$ cat src/design/rhhi_pkg.sv
`timescale 1ns / 1ps
// ----------------------------------------------------------------------------
// rhhi_pkg
// Shared constants, opcodes and types of the Robin Hood hash index.
// ----------------------------------------------------------------------------
package rhhi_pkg;

    localparam int LOG2_MAX_ENTRIES_DEF = 10;
    localparam int CAP_W   = 4;
    localparam int CAP_RST = 10;
    localparam int KEY_W   = 64;
    localparam int VAL_W   = 64;
    localparam int COUNT_W = 11;

    localparam logic [1:0] MODE_LOOKUP = 2'd0;
    localparam logic [1:0] MODE_INSERT = 2'd1;
    localparam logic [1:0] MODE_RMKEY  = 2'd2;
    localparam logic [1:0] MODE_RMVAL  = 2'd3;

    localparam logic [1:0] ST_OK       = 2'd0;
    localparam logic [1:0] ST_NOTFOUND = 2'd1;
    localparam logic [1:0] ST_FULL     = 2'd2;
    localparam logic [1:0] ST_INVALID  = 2'd3;

    // classified command from the front part to the back part
    typedef struct packed {
        logic [1:0]       mode;
        logic             bad;   // insert of zero
        logic [KEY_W-1:0] key;
        logic [VAL_W-1:0] val;
    } t_cmd;

endpackage

$ cat src/design/rhhi_front.sv
`timescale 1ns / 1ps
// ----------------------------------------------------------------------------
// rhhi_front
// Accepts operation words, flags an insert of zero and queues them for the
// table engine in a two-entry queue.
// ----------------------------------------------------------------------------
module rhhi_front (
    input  logic                             i_clk,
    input  logic                             i_rst_n,
    input  logic                             i_valid,
    output logic                             o_ready,
    input  logic [1:0]                       i_mode,
    input  logic [rhhi_pkg::KEY_W-1:0]       i_key_hash,
    input  logic [rhhi_pkg::VAL_W-1:0]       i_value,
    output logic                             o_cmd_valid,
    input  logic                             i_cmd_ready,
    output rhhi_pkg::t_cmd                   o_cmd
);
    rhhi_pkg::t_cmd r_q [2];
    logic           r_wp, r_rp;
    logic [1:0]     r_cnt;
    logic           w_push, w_pop;
    rhhi_pkg::t_cmd w_new;

    assign o_ready     = (r_cnt != 2'd2);
    assign o_cmd_valid = (r_cnt != 2'd0);
    assign o_cmd       = r_q[r_rp];
    assign w_push      = i_valid && o_ready;
    assign w_pop       = o_cmd_valid && i_cmd_ready;

    always_comb begin
        w_new.mode = i_mode;
        w_new.bad  = (i_mode == rhhi_pkg::MODE_INSERT) && (i_value == '0);
        w_new.key  = i_key_hash;
        w_new.val  = i_value;
    end

    always_ff @(posedge i_clk) begin
        if (w_push) begin
            r_q[r_wp] <= w_new;
        end
        if (!i_rst_n) begin
            r_wp  <= 1'b0;
            r_rp  <= 1'b0;
            r_cnt <= 2'd0;
        end else begin
            if (w_push) r_wp <= ~r_wp;
            if (w_pop)  r_rp <= ~r_rp;
            r_cnt <= r_cnt + {1'b0, w_push} - {1'b0, w_pop};
        end
    end
endmodule

$ cat config.mk
export PLATFORM = sky130hd
export DESIGN_NAME = rhhi_front
export DESIGN_NICKNAME = d
export VERILOG_FILES = /design/src/design/rhhi_pkg.sv /design/src/design/rhhi_front.sv
export SDC_FILE = /design/constraint.sdc
export NUM_CORES = 1
export LEC_CHECK = 0
export BUFFER_PORTS_ARGS = -buffer_cell sky130_fd_sc_hd__buf_2
export CAP_MARGIN = 20
export CORE_ASPECT_RATIO = 1.75
export CORE_UTILIZATION = 51
export DETAILED_ROUTE_END_ITERATION = 10
export PLACE_DENSITY_LB_ADDON = 0.08
export SLEW_MARGIN = 20
export SYNTH_ARGS = -nofsm -noshare
export SYNTH_HDL_FRONTEND = slang
export SYNTH_SLANG_ARGS = --single-unit
$ cat constraint.sdc
create_clock -name i_clk -period 10.7 [get_ports i_clk]
set_input_delay 1.07 -clock i_clk [delete_from_list [all_inputs] [get_ports i_clk]]
set_output_delay 1.07 -clock i_clk [all_outputs]
set_load 0.01 [all_outputs]
==> results.cfg, run 1 <==
[run_status]
status = finished, final reports clean

[clocking]
cts_hold_buffers = 0
cts-htree-levels = 1
clock_latency_ps = 510
clkTransAtPathRegs_ps = 60
cts_tree = done
cts_buffers = 24
post_cts_buffers = 0
cts_resized = 0
cts_root_buffer = clkbuf_16
clockBufferDepth = 3
clock-sinks = 267

[yosys]
synth_nets = 590
synth_warnings = 0
synth_edf_count = 262
synthArstFlopShare_pct = 0
yosysUniqueCellTypes = 21
yosys-top-cells-area = edfxtp_1, mux2_2, buf_6, dfxtp_1, nor4_1
synth_area_um2 = 9860
synth_top_area_cell = edfxtp_1
synthCells = 454
synth.avg_cell_area_um2 = 21.7
ys_ff_latch = 267
synth_flop_cell = edfxtp_1
yosysSeqAreaShare_pct = 80.8
synth_top_area_share_pct = 79.8

[sta]
max_freq_mhz = 266
finalCritPeriodShare_pct = 35.1
drv_slew = 0
finalHoldViolCount = 0
relSlewSlack_pct = 31.7
setup_viol = 0
tns_ps = 0
tightest_slew_ps = 1020
rsz0062_at_grt = false
finClkSkew_ps = 6.64
fin_crit_ps = 3760

[power]
p_comb_share_pct = 23.1
powerDensity_nw_per_um2 = 234
vdd_drop_max_mv = 0.153
p_clk_share_pct = 28.7
total_leakage_power_nw = 4.48
netSwitchingFraction_pct = 26.4
pwr-share-seq_pct = 48.1
p_sw_mw = 0.754
intPower_mw = 2.10

[routing]
wl_per_cell_um = 19.5
drc = 0
routed_wl_um = 19300
firstDrtPassIters = 4
post_drt_via_cell_ratio = 5.20
ant_nets = 0
drtIter0Drc = 155
num_vias = 5155

[layout]
utilization_pct = 65.0
drive_gt1_share_pct = 58.5
nNetsFinal = 872
instances_no_fill = 991
syn_to_final_growth_pct = 23.6

[setup_path]
cp_slowest_cell = buf_4
crit_family = buffers and inverters
critPathMaxFanout = 57
end_kind = output port
rrSetupSlack_ps = 7620
rr_endpoint = r_q[0][15]
required_ps = 9630
rr_startpoint = r_cnt[0]
crit_cells = 4
crit_chain = buf_16, buf_4, mux2_2, buf_2
cp.buffers_inverters = 3
crit_type = reg -> out
r2r_cells = 5
slowest_delay_ps = 610
critical_path.endpoint = o_cmd[104]
start_kind = flop
cp.arrival_ps = 2690

[global_routing]
overflow = 0
grt_pass1_wl_um = 28200
grt_max_degree = 82
track_usage_pct = 19.0
antenna_found_initial = 3
grt_pass1_vias = 5481

[die]
fp.dieW_um = 107
die_area_um2 = 19900
ioPinCount = 267
start_util_pct = 52.6
num_rows = 66
die_h_um = 186
core_um2 = 18700

[min_path]
min_path_type = reg -> reg

[placement]
gp_congestion = 0.778
dp_hpwl_um = 13200
placed_cells = 947
portBuffers = 266

[flow_run]
max_cap_viol_count = 0
## worst min-delay path by stage
| stage | slack [ps] | endpoint | depth (start not counted) | startpoint |
|---|---|---|---|---|
| after detailed placement | 540 | flop | 2 | r_rp |
| after global routing | 590 | flop | 2 | r_rp |
| after floorplan | 500 | flop | 2 | r_rp |
| after global placement | 520 | r_rp | 2 | r_rp |
| after CTS | 550 | flop | 2 | r_rp |
| final | 560 | flop | 2 | r_rp |
## cell type report
class                           instances  area [um2]
Sequential cell                       267        7970
Fill cell                            1353        6560
Multi-Input combinational cell        171        1760
Timing Repair Buffer                  271        1390
Clock buffer                           26         629
Tap cell                              238         298
Clock inverter                         15         124
Antenna cell                            2        5.00
Inverter                                1        3.75
## logic make-up (layout without fill, tap and decap cells)
family	after synthesis	in the layout	synth area share, %
buffers and inverters	16	313	1.43
multiplexers	131	131	15.0
XOR/XNOR	4	4	0.355
adder cells (fa/ha/maj)	2	2	0.254
other	0	2	0
flip-flops	267	267	80.8
AND/OR/NAND/NOR	34	34	2.17
## synthesized netlist by cell type (2+ instances only)
master and number:
and2_1 4, buf_2 5, buf_6 10, dfxtp_1 5, edfxtp_1 262, ha_1 2, mux2_2 131, nand3_1 2
nand4_1 2, nor2_1 2, nor2b_1 2, nor4_1 15, xnor2_1 4
## sequential cells by signal, summed over array words and instances, names as in the netlist, named ones only
| signal | cells |
|---|---|
| r_rp | 1 |
| r_cnt | 2 |
| r_q | 262 |
| r_wp | 1 |
## cell usage in the layout, fill, tap and decap left out, types with 2 or more instances in the layout
cell	synthesis	routed
mux2_2	131	131
bufinv_16	0	2
clkbuf_16	0	25
and2_1	4	4
clkinv_2	0	3
buf_2	5	266
diode_2	0	2
clkinv_1	0	7
ha_1	2	2
nand3_1	2	2
nand4_1	2	2
nor2b_1	2	2
dfxtp_1	5	4
nor4_1	15	15
buf_4	0	4
xnor2_1	4	4
clkinvlp_4	0	3
edfxtp_1	262	262
## power by group through the flow
stage | sequential (mW) | clock (mW) | combinational [mW]
2_1_floorplan | 1.40 | 0 | 0.437
3_3_place_gp | 1.41 | 0 | 0.632
3_5_place_dp | 1.43 | 0 | 0.638
4_1_cts | 1.40 | 0.842 | 0.642
5_1_grt | 1.39 | 0.877 | 0.714
6_report | 1.37 | 0.820 | 0.661
## layer usage
layer  wire [um]  vias to the layer above  GRT usage, %
li1            -                     2383             -
met2       10600                      194          36.0
met3        1370                       42          4.97
met5          13                        -             0
met1        6590                     2534          19.4
met4         673                        2          8.00
## per-stage QoR
step	hold slack [ps]	area [um2]	total power, mW	worst slack [ps]
6_report	557	12200	2.85	6940
5_1_grt	594	12200	2.98	6810
4_1_cts	554	12100	2.89	6620
3_5_place_dp	539	11400	2.06	6940
3_3_place_gp	519	11400	2.05	7010
2_1_floorplan	504	9860	1.84	3470
## worst reg2reg max path, delay by kind of cell, from the launching register on
kind / cells / cell delay [ps]
buffers and inverters: 2 / 1460
AND/OR/NAND/NOR: 3 / 840
flip-flops: 1 / 350
No activity file was read; power rests on OpenSTA's default activity.
==> inputs of run 2 (changes only) <==
- CORE_UTILIZATION: 51 -> 47
- clock period: 10.7 -> 3.4 ns (I/O delays scaled with it)
==> results.cfg, run 2 (synthesis gave the netlist of run 1 again) <==
[sta]
setup_viol = 0
tns_ps = 0
drv_slew = 0
fin_crit_ps = 2380
finalCritPeriodShare_pct = 70.1
tightest_slew_ps = 789
relSlewSlack_pct = 47.4
finClkSkew_ps = 6.58
max_freq_mhz = 420
finalHoldViolCount = 0
rsz0062_at_grt = false
final.setup.worst_slack_ps = 1020
holdWs_ps = 25.1

[die]
ioPinCount = 267
core_um2 = 20500
start_util_pct = 48.2
die_h_um = 194
num_rows = 69
fp.dieW_um = 111
die_area_um2 = 21600

[layout]
syn_to_final_growth_pct = 24.7
fin_area_um2 = 12300
nNetsFinal = 879
reg_top3 = r_q (262), r_cnt (2)
drive_gt1_share_pct = 58.5
fill_cells = 1617
instances_no_fill = 1011
largest_reg_flops = 262
final_cell_mix = buf_2, edfxtp_1, mux2_2
final_common_cell = buf_2
regMostFlops = r_q
utilization_pct = 60.1

[global_routing]
antenna_found_initial = 2
overflow = 0
grt_pass1_wl_um = 30100
grt_pass1_vias = 5599
grt_max_degree = 132
track_usage_pct = 18.2

[routing]
drtIter0Drc = 265
routed_wl_um = 20000
ant_nets = 0
post_drt_via_cell_ratio = 5.07
drc = 17
firstDrtPassIters = 7
num_vias = 5124
wl_per_cell_um = 19.8

[clocking]
cts_root_buffer = clkbuf_16
cts-htree-levels = 1
post_cts_buffers = 0
cts_resized = 0
cts_tree = done
clock_latency_ps = 500
clkTransAtPathRegs_ps = 60
cts_buffers = 24
clock-sinks = 267
clockBufferDepth = 3

[setup_path]
cp.arrival_ps = 2040
r2r_cells = 4
critical_path.endpoint = o_cmd[7]
rr_endpoint = r_q[0][78]
rrSetupSlack_ps = 1390
start_kind = flop
crit_type = reg -> out
critPathMaxFanout = 131
end_kind = output port
required_ps = 3060
rr_startpoint = r_cnt[0]

[power]
powerDensity_nw_per_um2 = 733
total_power_mw = 9.01
vdd_drop_max_mv = 0.901
total_leakage_power_nw = 4.54

[placement]
placed_cells = 960
dp_hpwl_um = 13700
gp_congestion = 0.762
dpl_cell_area_um2 = 11500
portBuffers = 266
place_ws_ps = 1340

[flow_run]
max_cap_viol_count = 0

[run_status]
violations = DRC
status = finished, violations left

[min_path]
hp-start = i_key_hash[44]
min_path_type = in -> reg
==> run 2: what timing repair did <==
item / CTS / global route
hold buffers: 0 / 5
hold endpoints to repair: 0 / 10
setup endpoints to repair: 0 / 0
==> run 2: final cells by class <==
type | instances | area, um2 | area share [%]
Clock inverter | 14 | 92.6 | 0.753
Sequential cell | 267 | 7970 | 64.8
Tap cell | 248 | 310 | 2.52
Antenna cell | 2 | 5.00 | 0.0407
Inverter | 1 | 3.75 | 0.0305
Multi-Input combinational cell | 171 | 1760 | 14.3
Clock buffer | 30 | 664 | 5.40
Timing Repair Buffer | 278 | 1480 | 12.1
==> run 2: worst max-delay path, stage by stage, from the launching register on <==
cell and delay, ps:
dfxtp_4 350, buf_12 460, mux2_2 430, buf_2 150
==> run 2: worst min-delay path by stage <==
stage             endpoint  slack [ps]  depth (start not counted)
2_1_floorplan    r_q[0][0]         440                          0
3_3_place_gp          flop         520                          2
3_5_place_dp   r_q[0][119]         530                          1
4_1_cts         r_q[1][78]         0.7                          1
5_1_grt        r_q[1][108]           1                          1
6_report       r_q[0][108]          30                          1
==> run 2: per-layer routing <==
metal | up-vias | wire, um | global-route usage [%]
li1 | 2407 | - | -
met1 | 2495 | 6990 | 19.1
met2 | 186 | 10900 | 33.8
met3 | 36 | 1490 | 4.61
met4 | 0 | 675 | 8.26
met5 | - | 0 | 0
==> run 2: report_power, final <==
part / internal [mW] / switching (mW) / total [mW]
registers: 4.17 / 0.103 / 4.27
clock network: 1.46 / 1.11 / 2.57
logic: 0.982 / 1.19 / 2.17
total: 6.61 / 2.40 / 9.01
